$ cat src/rtl/flc_pkg.sv
`timescale 1ns / 1ps
// flc_pkg: shared types and constants of the free list object cache.
// No dependencies.
package flc_pkg;

  localparam int HANDLE_W = 12;
  localparam int HEAD_W   = 13;
  localparam int BYTES_W  = 21;
  localparam int SIZE_W   = 15;
  localparam int CPU_W    = 2;
  localparam int BIN_W    = 4;
  localparam int ENTRY_W  = HEAD_W + BYTES_W;

  localparam logic [BYTES_W-1:0] BYTES_MAX   = 21'h1F_FFFF;
  localparam logic [BYTES_W-1:0] LIMIT_RESET = 21'h10_0000;

  localparam logic MODE_GET = 1'b0;
  localparam logic MODE_PUT = 1'b1;

  localparam int              CFG_ADDR_W     = 3;
  localparam logic [2:0]      ADDR_BYTE_LIMIT = 3'd0;

  typedef enum logic [1:0] {
    S_CLEAR,
    S_IDLE,
    S_LOOK,
    S_POP
  } state_t;

  typedef struct packed {
    logic clear;
    logic capture;
    logic look;
    logic pop;
  } cmd_t;

  typedef struct packed {
    logic clear_last;
    logic need_pop;
    logic out_free;
  } sts_t;

endpackage

$ cat src/rtl/flc_ctrl.sv
`timescale 1ns / 1ps
// flc_ctrl: sequencing state machine of the object cache.
// Depends on flc_pkg.
module flc_ctrl (
  input  logic            clk,
  input  logic            rst_n,
  input  logic            in_valid,
  output logic            in_ready,
  input  flc_pkg::sts_t   sts,
  output flc_pkg::cmd_t   cmd
);

  flc_pkg::state_t state_r, state_nxt;

  always_ff @(posedge clk) begin
    if (!rst_n) begin
      state_r <= flc_pkg::S_CLEAR;
    end else begin
      state_r <= state_nxt;
    end
  end

  always_comb begin
    state_nxt = state_r;
    case (state_r)
      flc_pkg::S_CLEAR: begin
        if (sts.clear_last) state_nxt = flc_pkg::S_IDLE;
      end
      flc_pkg::S_IDLE: begin
        if (in_valid) state_nxt = flc_pkg::S_LOOK;
      end
      flc_pkg::S_LOOK: begin
        if (sts.out_free) state_nxt = sts.need_pop ? flc_pkg::S_POP : flc_pkg::S_IDLE;
      end
      flc_pkg::S_POP: begin
        if (sts.out_free) state_nxt = flc_pkg::S_IDLE;
      end
      default: state_nxt = flc_pkg::S_CLEAR;
    endcase
  end

  always_comb begin
    cmd      = '0;
    in_ready = 1'b0;
    case (state_r)
      flc_pkg::S_CLEAR: cmd.clear = 1'b1;
      flc_pkg::S_IDLE: begin
        in_ready    = 1'b1;
        cmd.capture = in_valid;
      end
      flc_pkg::S_LOOK: cmd.look = sts.out_free;
      flc_pkg::S_POP:  cmd.pop  = sts.out_free;
      default: cmd = '0;
    endcase
  end

endmodule

$ cat config.mk
export PLATFORM = sky130hd
export DESIGN_NAME = flc_ctrl
export DESIGN_NICKNAME = d
export VERILOG_FILES = /design/src/rtl/flc_pkg.sv /design/src/rtl/flc_ctrl.sv
export SDC_FILE = /design/constraint.sdc
export NUM_CORES = 1
export LEC_CHECK = 0
export BUFFER_PORTS_ARGS = -buffer_cell sky130_fd_sc_hd__buf_2
export CAP_MARGIN = 20
export CORE_AREA = 3 3 40 42
export DETAILED_ROUTE_END_ITERATION = 8
export DIE_AREA = 0 0 43 45
export HOLD_SLACK_MARGIN = 0.15
export PLACE_DENSITY = 0.34
export SETUP_SLACK_MARGIN = 0.4
export SLEW_MARGIN = 40
export SYNTH_ARGS = -nofsm -noshare
export SYNTH_HDL_FRONTEND = slang
export SYNTH_SLANG_ARGS = --single-unit
$ cat constraint.sdc
create_clock -name clk -period 1.34 [get_ports clk]
set_input_delay 0 -clock clk [delete_from_list [all_inputs] [get_ports clk]]
set_output_delay 0 -clock clk [all_outputs]
set_load 0.01 [all_outputs]
---- Yosys cells after proc, flatten, opt, wreduce, memory -nomap -nowiden ----
Index checks and enable logic that the tools add are counted.
word-level totals
  flip-flop bits (word level) ............. 2
  latch bits .............................. 0
  bits in writable memories ............... 0
  ROM bits ................................ 0
  bits of input ports ..................... 6
  output and inout port bits .............. 5
  word-level logic and storage cells ...... 21
  memories kept ........................... 0
cells by class
  add/subtract/negate cells ............... 0
  multiply operators ...................... 0
  divide/modulo/power cells ............... 0
  magnitude comparators ................... 0
  equal/unequal tests ..................... 7
  shifts and indexed selects .............. 0
  multiplexer cells ....................... 11
  bitwise gates (word level) .............. 0
  reductions and logical operators ........ 2
operators with widths
  operator                                                                number
  2-bit two-way mux                                                       5
  2-bit inequality test (second input constant)                           4
  2-bit one-hot mux with 4 select lines                                   1
  1-bit two-way mux                                                       5
  2-bit equality test (second input constant)                             2
  4-bit AND reduction                                                     1
  2-bit by 1-bit equality test with 1-bit output (second input constant)  1
  2-bit logical NOT                                                       1

---- Longest topological paths before layout ----
Gate-level depths: netlist of run 1.
  word-level depth ........................ 3
  depth in mapped cells ................... 5
  mapped depth without buffers ............ 5

---- Worst setup path after synthesis of run 1 ----
Ideal clock, no wire load.
  path type ............................... register -> register
  start ................................... register state_r[0]
  end ..................................... register state_r[0]
  library setup time ...................... 0.125 ns
  arrival ................................. 1.008 ns
  required time ........................... 1.215 ns
  setup slack ............................. 0.207 ns
  cell stages (with the launch flop) ...... 6
  buffers on the path ..................... 0
  cells stage by stage .................... dfxtp_1 inv_1 ha_1 nor2_1 o221ai_2 mux2i_1
between the ends
  word-level cells in the longest chain between the ends .. 3
  elaborated cells between the ends (all ways) .. 10
ends and longest elaborated chain
  item                                         line            text
  from (decl)                                  flc_ctrl.sv:13  flc_pkg::state_t state_r, state_nxt;
  from (signal assigned)                       flc_ctrl.sv:17  state_r <= flc_pkg::S_CLEAR;
  from (signal assigned)                       flc_ctrl.sv:19  state_r <= state_nxt;
  2-bit equality test (tied with other cells)  flc_ctrl.sv:25  case (state_r)
  2-bit inequality test (no line)              n/a
  4-bit AND reduction (no line)                n/a
Several ways; a longest one is shown, not always the timed one.
A chain may end at the register's enable or synchronous reset.

==> results of run 1 <==
## cells in the final DEF (no fill, tap or decap), types with 2 or more instances in the layout
cell type	instances
and2_1	2
clkbuf_4	3
nand2_1	2
dfxtp_4	2
buf_6	2
buf_2	8
ha_4	3
inv_4	2
ha_2	2
mux2i_1	2
## timing repair
item / CTS / global route
resized for setup: 11 / 1
hold buffers: 1 / 0
endpoints found under the hold margin: 2 / 0
pin swaps: 2 / 1
endpoints found under the setup margin: 7 / 7
## synthesized netlist by cell type (all sizes together)
library cell	count	share of area, %
dfxtp	2	19
mux2i	2	9.7
and2	3	9.7
nor2	1	1.8
a21o	1	4.2
nand3	1	2.4
inv	3	5.5
nand2b	2	6.1
ha	5	30
o221ai	1	7.3
nand2	2	3.6
## per-layer routing
metal	part of all wire (%)	vias up
li1	-	105
met1	38	90
met2	50	10
met3	12	0
met4	0	0
met5	0	-
## metrics by stage
stage / worst slack [ns] / utilization (%) / hold slack (ns) / std cells
after floorplan: 0.2949 / - / 0.1386 / 23
after global placement: 0.2349 / 24.15 / 0.2833 / 48
after detailed placement: 0.2107 / 24.15 / 0.2937 / 48
after CTS: 0.2305 / 30.87 / 0.1742 / 53
after global routing: 0.1836 / 31.65 / 0.2034 / 53
final: 0.2303 / 31.65 / 0.1779 / 53
## how the worst max path moves through the flow
stage                     cells past startpoint          to  startpoint  slack [ns]
after floorplan                               5  state_r[1]  state_r[0]        0.29
after detailed placement                      5  state_r[1]  state_r[0]        0.21
after global placement                        5  state_r[0]  state_r[0]        0.23
final                                         4      cmd[2]  state_r[1]        0.23
after global routing                          4      cmd[2]  state_r[1]        0.18
after CTS                                     4  state_r[1]  state_r[0]        0.23
## kinds of logic after synthesis
logic type | after synthesis | synth area share [%]
simple gates | 9 | 23.63
fa+ha+maj | 5 | 30.30
buf+inv | 3 | 5.454
compound gates | 2 | 11.51
mux | 2 | 9.697
flops | 2 | 19.39
## power breakdown
group,internal [mW],switching [mW]
clock network,0.111,0.0411
logic,0.176,0.148
registers,0.0854,0.0458
## area by class of cell
class | count | area, sq um
inverters | 3 | 16.27
multi-input cells | 18 | 225.2
clock buffers | 4 | 26.28
fillers | 135 | 878.3
flip-flops and latches | 2 | 47.55
repair buffers | 11 | 72.57
well taps | 15 | 18.77
## critical path: stages, from the launching register on
cell,delay [ns]
dfxtp_4,0.39
inv_4,0.05
ha_2,0.18
and2_1,0.13
buf_2,0.13
==> results.rst, run 1 <==
.. list-table::
   :header-rows: 1

   * - Metric
     - Value
   * - Run status
     - completed
   * - Max FFs per register
     - 2
   * - Post-Syn Nets
     - 34
   * - Top-Level Pins
     - 11
   * - Avg WL per Cell
     - a little over 10 um
   * - Number of clock sinks seen by CTS
     - 2
   * - Signed area change from the synthesized netlist to the final layout
     - 96.97%
   * - Total half-perimeter wirelength after legalization and detailed placement
     - roughly 430 um
   * - Setup repair after global routing missed its margin
     - true
   * - Nature of the critical path startpoint
     - flip-flop
   * - Area of all placed cells without fillers
     - about 400 sq um
   * - Largest registers in the final layout
     - state_r x2
   * - Number of rows in the core area
     - 13
   * - Final Critical Period
     - between 1 and 1.5 ns
   * - Share of layout cells above drive strength 1
     - about three quarters
   * - Hold Fails Final Rpt
     - 0
   * - Ys Warns
     - 0
   * - Sequential-to-total area share from yosys stat
     - around a fifth
   * - VDD IR-drop max
     - 0.4760 mV
   * - Initial antenna violation count
     - 0
   * - Slew at the pin closest to its max-slew limit
     - a little over 0.2 ns
   * - Largest Register
     - state_r
   * - # setup viols final
     - 0
   * - Vias in the first global route
     - around 210
   * - Slew headroom
     - between 80% and 90%
   * - Residual antenna-violating net count after detailed routing
     - 0
   * - Total die area
     - just under 2000 sq um
   * - Total track usage
     - 6.561%
   * - Clock latency on the worst-skew pair
     - roughly 0.23 ns
   * - Sink of the worst hold path
     - state_r[1]
   * - Maximum operating frequency
     - about 900 MHz
   * - DR iter-0 viols
     - 2
   * - Core region area
     - about 1300 sq um
   * - Number of input and output port buffers inserted
     - 10
   * - Max-Cap Viols
     - 0
   * - Setup slack of the most critical reg-to-reg path
     - 0.25 ns
   * - Postcts setup bufs
     - 0
   * - Die span in x
     - 43 um
   * - Largest net degree at the start of global routing
     - 6
   * - Routing usage on met1
     - 5.502%
   * - Required time of the critical path
     - about 1.3 ns
   * - Path depth of the worst reg2reg path
     - 5
   * - Number of nets in the layout
     - 50
   * - Arrival time at the worst endpoint
     - about 1.1 ns
   * - Via-to-Cell Ratio
     - 3.868
   * - Source of the worst hold timing path
     - sts[1]
   * - Type of the worst min-delay path
     - in -> reg
   * - Launching point of the worst reg2reg path
     - state_r[0]
   * - Count of final max-slew check failures
     - 0
   * - Static leakage power
     - about 0.17 nW
   * - Setup Skew
     - roughly 0.0064 ns
   * - Synthesized flop and latch total
     - 2
   * - Post-Syn Area
     - a little over 200 sq um
   * - Post-route fraction of the period consumed by the critical path
     - 82.81%
   * - TritonCTS clock tree
     - yes
   * - Hold path depth
     - 4
   * - Total wire length
     - 538 um
   * - DRC violation count after routing
     - 0
   * - Total CTS buffers
     - 3
   * - Congestion Overflow GR
     - 0
   * - Most used routing layer
     - met2
   * - Accumulated negative setup slack
     - 0 ns
   * - H-tree depth reported by CTS
     - 1
   * - Number of detailed-routing iterations run before antenna repair
     - 3
   * - Met3 Usage GRT
     - about 2%
   * - CP Max Fanout
     - 4
   * - Design Power
     - 0.6079 mW
   * - Gp weighted congestion
     - 0.6848
   * - Detailed-route via count
     - between 200 and 250
   * - Post-place instance area
     - 310.3 sq um
   * - Wire length of the first global-routing pass
     - approximately 860 um
   * - Critical path endpoint category
     - output pin
   * - Clock-pin transition on the worst setup and hold timing paths
     - 0.03 ns
   * - Average cell area after synthesis
     - approximately 9 sq um
   * - Met2 Usage GRT
     - 11.68%
   * - Distinct cells, synth
     - 12
   * - Power per standard cell area
     - approximately 1500 nW/um^2
   * - Buffers from clock root to sink, at most
     - 2
   * - Worst Setup Path Type
     - reg -> out
   * - Worst r2r dst
     - state_r[1]
   * - Initial Utilization
     - 16.07%
   * - Post-Synthesis Cells
     - 23
   * - Die Y
     - around 45 um
   * - Root buf cell
     - clkbuf_4
   * - Number of inserted diodes
     - 0
(Power assumes the default switching activity.)
==> run 2: changes to the inputs <==
- PLACE_DENSITY: 0.34 -> 0.35
- clock period: 1.34 -> 0.92 ns (I/O delays scaled with it)
==> results.rst, run 2 (synthesized netlist as in run 1, its figures left out) <==
.. list-table::
   :header-rows: 1

   * - Metric
     - Value
   * - Run status
     - finished with violations
   * - Violated checks
     - setup timing
   * - Design Power
     - 1.080 mW
   * - Slack of the critical path
     - -0.2153 ns
   * - Number of input and output port buffers inserted
     - 10
   * - Worst Setup Path Type
     - reg -> reg
   * - Hold path depth
     - 3
   * - Share of layout cells above drive strength 1
     - 86.05%
   * - DRC violation count after routing
     - 0
   * - Clock latency on the worst-skew pair
     - roughly 0.22 ns
   * - Maximum operating frequency
     - roughly 900 MHz
   * - Avg WL per Cell
     - just over 9 um
   * - Source of the worst hold timing path
     - rst_n
   * - Number of buffer and inverter stages on the critical path
     - 1
   * - Residual antenna-violating net count after detailed routing
     - 0
   * - Initial antenna violation count
     - 0
   * - Slew at the pin closest to its max-slew limit
     - ~0.21 ns
   * - Number of nets in the layout
     - 55
   * - Largest net degree at the start of global routing
     - 6
   * - Largest Register
     - state_r
   * - TritonCTS clock tree
     - yes
   * - Core region area
     - 1285 sq um
   * - Slew headroom
     - a little under nine tenths
   * - CP Max Fanout
     - 3
   * - Post-route worst hold slack
     - between 0.06 and 0.07 ns
   * - Total track usage
     - under 10%
   * - Wire length of the first global-routing pass
     - approximately 980 um
   * - Setup repair after global routing missed its margin
     - true
   * - Most used cells in the layout excluding fill and tap cells
     - buf_6, buf_2, ha_4
   * - Buffers from clock root to sink, at most
     - 2
   * - Top-Level Pins
     - 11
   * - Max-Cap Viols
     - 0
   * - Static leakage power
     - 0.2143 nW
   * - Detailed-route via count
     - around 220
   * - Via-to-Cell Ratio
     - roughly 3.8
   * - Type of the worst min-delay path
     - in -> reg
   * - Total half-perimeter wirelength after legalization and detailed placement
     - between 400 and 500 um
   * - Number of inserted diodes
     - 0
   * - Sink of the worst hold path
     - state_r[1]
   * - Arrival time at the worst endpoint
     - 1.24 ns
   * - Signed area change from the synthesized netlist to the final layout
     - 138.2%
   * - Largest registers in the final layout
     - state_r x2
   * - Required time of the critical path
     - 1.02 ns
   * - Most frequent standard cell in the layout excluding fill and tap cells
     - buf_6
   * - Crit path max-delay family
     - flip-flops
   * - Initial Utilization
     - 16.07%
   * - # setup viols final
     - 7
   * - Critical path endpoint category
     - flip-flop
   * - Clock-pin transition on the worst setup and hold timing paths
     - about 0.03 ns
   * - Die span in x
     - roughly 43 um
   * - Number of rows in the core area
     - 13
   * - Nature of the critical path startpoint
     - flip-flop
   * - Root buf cell
     - clkbuf_4
   * - Total wire length
     - about 540 um
   * - Launching point of the worst reg2reg path
     - state_r[1]
   * - Worst r2r dst
     - state_r[1]
   * - CP peak stage delay
     - 0.35 ns
   * - Vias in the first global route
     - around 250
   * - Max FFs per register
     - 2
   * - Post-place instance area
     - approximately 330 sq um
   * - Number of cells after detailed placement
     - a little under 50
   * - Area of all placed cells without fillers
     - 491.7 sq um
   * - Path depth of the worst reg2reg path
     - 5
   * - Power per standard cell area
     - approximately 2200 nW/um^2
   * - Final Critical Period
     - roughly 1.1 ns
   * - Post-placement worst setup slack
     - -0.2005 ns
   * - Count of final max-slew check failures
     - 0
   * - Hold Fails Final Rpt
     - 0
   * - H-tree depth reported by CTS
     - 1
   * - VDD IR-drop max
     - 1.081 mV
   * - Number of clock sinks seen by CTS
     - 2
   * - Setup slack of the most critical reg-to-reg path
     - -0.22 ns
   * - Cell Count, Final, Fillers Out
     - a little under 60
   * - Total CTS buffers
     - 3
   * - DR iter-0 viols
     - 0
   * - Slowest library cell on the worst path
     - dfxtp_4
   * - Gp weighted congestion
     - 0.6706
   * - Post-route fraction of the period consumed by the critical path
     - 123.4%
   * - Die Y
     - 45 um
   * - Setup Skew
     - between 0.003 and 0.004 ns
   * - Congestion Overflow GR
     - 0
   * - Total die area
     - between 1500 and 2000 sq um
   * - Cell breakdown of the critical path
     - buf_4 -> ha_4 -> nor2_4 -> o221ai_4 -> mux2i_1
   * - Number of detailed-routing iterations run before antenna repair
     - 1
run 2: changes by cell type in the layout (fill, tap and decap cells not counted), moves of 2 or more:
| cell | change |
|---|---|
| and2_4 | +2 |
| buf_6 | +6 |
| and2_1 | -2 |
| buf_2 | -3 |
| buf_4 | +3 |
run 2: worst max-delay path by stage:
stage,startpoint,endpoint,slack [ns],cells after the start
6_report,state_r[1],state_r[1],-0.22,5
3_5_place_dp,state_r[0],state_r[0],-0.20,4
3_3_place_gp,state_r[1],state_r[1],-0.19,5
2_1_floorplan,state_r[0],state_r[1],-0.12,5
4_1_cts,state_r[1],state_r[0],-0.23,5
5_1_grt,state_r[1],state_r[0],-0.26,5
run 2: final cells by class:
| type | instances | area (sq um) |
|---|---|---|
| fill | 139 | 793.3 |
| inverter | 3 | 16.27 |
| tap | 15 | 18.77 |
| timing repair buffer | 16 | 137.6 |
| multi-input combinational | 18 | 245.2 |
| sequential | 2 | 47.55 |
| clock buffer | 4 | 26.28 |
run 2: worst register-to-register path, cell delays in order (launching register included):
cell	delay, ns
dfxtp_4	0.35
buf_4	0.14
ha_4	0.16
nor2_4	0.11
o221ai_4	0.13
mux2i_1	0.13
run 2: where the power goes:
group / switching [mW] / internal, mW / leakage [nW]
Sequential: 0.0692 / 0.125 / 0.0178
Clock: 0.0529 / 0.161 / 0.0150
Combinational: 0.257 / 0.415 / 0.182
Total: 0.379 / 0.701 / 0.214
run 2: metal layers:
metal / part of all wire [%] / vias to the layer above / wire length, um / global-route usage (%)
met5: 0 / - / 0 / 0
li1: - / 114 / - / -
met1: 37 / 99 / 202 / 7.876
met3: 7.8 / 0 / 42 / 1.594
met2: 54 / 10 / 294 / 10.78
met4: 0 / 0 / 0 / 7.229
run 2: metrics by stage:
step / util [%] / setup TNS, ns
floorplan: - / -0.2386
global placement: 25.41 / -0.4921
detailed placement: 25.41 / -0.5054
CTS: 32.81 / -1.214
global route: 38.27 / -1.457
finish: 38.27 / -1.181
run 2: what timing repair did:
item,CTS,global route
endpoints found under the setup margin,7,7
pin swaps,1,3
buffers inserted,3,2
endpoints found under the hold margin,2,2
resized for setup,9,9
==> run 3: changes to the inputs <==
- PLACE_DENSITY: 0.35 -> 0.34
- clock period: 0.92 -> 1.1 ns (I/O delays scaled with it)
==> results.rst, run 3 (synthesized netlist as in run 1, its figures left out) <==
.. list-table::
   :header-rows: 1

   * - Metric
     - Value
   * - Cell seen most often among critical-path stages
     - buf_6
   * - Critical path endpoint category
     - output pin
   * - Total die area
     - around 1900 sq um
   * - Cell breakdown of the critical path
     - inv_4 -> ha_4 -> buf_6 -> and2_4 -> buf_6
   * - Setup repair after global routing missed its margin
     - true
   * - DRC violation count after routing
     - 0
   * - Post-route worst hold slack
     - about 0.062 ns
   * - Run status
     - finished with violations
   * - Number of input and output port buffers inserted
     - 10
   * - Total wire length
     - about 630 um
   * - VDD IR-drop max
     - between 0.7 and 0.8 mV
   * - Source of the worst hold timing path
     - rst_n
   * - Slowest library cell on the worst path
     - dfxtp_4
   * - CP Max Fanout
     - 3
   * - Violated checks
     - setup timing
   * - Slew headroom
     - between 80% and 90%
   * - Residual antenna-violating net count after detailed routing
     - 0
   * - Wire length of the first global-routing pass
     - around 1100 um
   * - Worst Setup Path Type
     - reg -> out
   * - Die Y
     - around 45 um
   * - Core region area
     - between 1000 and 1500 sq um
   * - Detailed-route via count
     - 225
   * - Most frequent standard cell in the layout excluding fill and tap cells
     - buf_2
   * - Die span in x
     - 43 um
   * - Nature of the critical path startpoint
     - flip-flop
   * - H-tree depth reported by CTS
     - 1
   * - Post-route fraction of the period consumed by the critical path
     - 103.1%
   * - DR iter-0 viols
     - 0
   * - Slew at the pin closest to its max-slew limit
     - roughly 0.21 ns
   * - Largest Register
     - state_r
   * - Gp weighted congestion
     - around 0.67
   * - Total half-perimeter wirelength after legalization and detailed placement
     - roughly 450 um
   * - Buffers from clock root to sink, at most
     - 2
   * - Via-to-Cell Ratio
     - 4.018
   * - Setup Skew
     - ~0.0029 ns
   * - Total CTS buffers
     - 3
   * - Maximum operating frequency
     - a little under 900 MHz
   * - Crit path max-delay family
     - flip-flops
   * - Static leakage power
     - 0.1989 nW
   * - Slack of the critical path
     - -0.03396 ns
   * - Total track usage
     - 7.967%
   * - TritonCTS clock tree
     - yes
   * - Largest net degree at the start of global routing
     - 6
   * - Accumulated negative setup slack
     - -0.09804 ns
   * - # setup viols final
     - 5
   * - Number of buffer and inverter stages on the critical path
     - 3
   * - Final Critical Period
     - roughly 1.1 ns
   * - Clock latency on the worst-skew pair
     - ~0.23 ns
   * - Max FFs per register
     - 2
   * - CP peak stage delay
     - about 0.37 ns
   * - Clock-pin transition on the worst setup and hold timing paths
     - around 0.030 ns
   * - Root buf cell
     - clkbuf_4
   * - Number of clock sinks seen by CTS
     - 2
   * - Top-Level Pins
     - 11
   * - Share of layout cells above drive strength 1
     - 82.93%
   * - Hold Fails Final Rpt
     - 0
   * - Initial antenna violation count
     - 0
   * - Most used cells in the layout excluding fill and tap cells
     - buf_2, buf_6, ha_4, clkbuf_4
   * - Vias in the first global route
     - roughly 270
   * - Max-Cap Viols
     - 0
   * - Count of final max-slew check failures
     - 0
   * - Launch point of the critical path
     - state_r[1]
   * - Power per standard cell area
     - about 1900 nW/um^2
   * - Arrival time at the worst endpoint
     - 1.13 ns
   * - Largest registers in the final layout
     - state_r x2
   * - Core utilization of the finished layout
     - approximately 36%
   * - Number of detailed-routing iterations run before antenna repair
     - 1
   * - Type of the worst min-delay path
     - in -> reg
   * - Number of nets in the layout
     - 53
   * - Signed area change from the synthesized netlist to the final layout
     - 123.6%
   * - Required time of the critical path
     - ~1.1 ns
   * - Launching point of the worst reg2reg path
     - state_r[1]
   * - Number of rows in the core area
     - 13
   * - Avg WL per Cell
     - ~11 um
   * - Initial Utilization
     - 16.07%
   * - Number of inserted diodes
     - 0
   * - Congestion Overflow GR
     - 0
[run 3: cell count changes in the layout (fill, tap and decap cells not counted)]
cell	previous run	this run
and2_1	0	1
buf_2	5	7
and2_4	3	2
buf_6	8	6
buf_4	3	1
[run 3: area by class of cell]
type	instances	area (sq um)
Tap cell	15	18.77
Inverter	3	16.27
Timing Repair Buffer	14	110.1
Multi-Input combinational cell	18	242.7
Fill cell	142	823.3
Sequential cell	2	47.55
Clock buffer	4	26.28
[run 3: through the flow]
step / setup WS (ns) / power [mW] / cells / area [sq um]
finish: -0.03396 / 0.8585 / 56 / 461.7
floorplan: 0.05973 / 0.3846 / 23 / 247.7
global placement: -0.01962 / 0.4900 / 49 / 324.1
global route: -0.07637 / 0.9402 / 56 / 461.7
detailed placement: -0.02162 / 0.4899 / 49 / 324.1
CTS: -0.04775 / 0.8366 / 56 / 449.2
[run 3: repair_timing]
action                                 4_1_cts  5_1_grt
setup buffers                                3        0
pin swaps                                    3        1
endpoints found under the hold margin        2        2
setup endpoints to repair                    7        7
gates resized for setup                     14        2
[run 3: final timing paths]
check / end / slack, ns / depth (start not counted)
max: cmd[2] / -0.03 / 5
min: state_r[1] / 0.06 / 3
max reg2reg: state_r[1] / -0.03 / 6
min reg2reg: state_r[0] / 0.55 / 2
[run 3: worst min-delay path: cells and delay by family]
family	cells	cell delay, ns
simple gates	1	0.06
mux	1	0.05
buf+inv	1	0.13
[run 3: where the power goes]
| part | total (mW) | internal (mW) | switching [mW] |
|---|---|---|---|
| Clock | 0.186 | 0.135 | 0.0507 |
| Combinational | 0.506 | 0.295 | 0.211 |
| Sequential | 0.166 | 0.104 | 0.0621 |
| Total | 0.858 | 0.535 | 0.324 |
[run 3: routing by layer]
metal,global-route usage [%],part of all wire [%]
met4,7.229,0
met5,0,0
met3,3.984,11
met2,14.07,52
met1,6.444,37
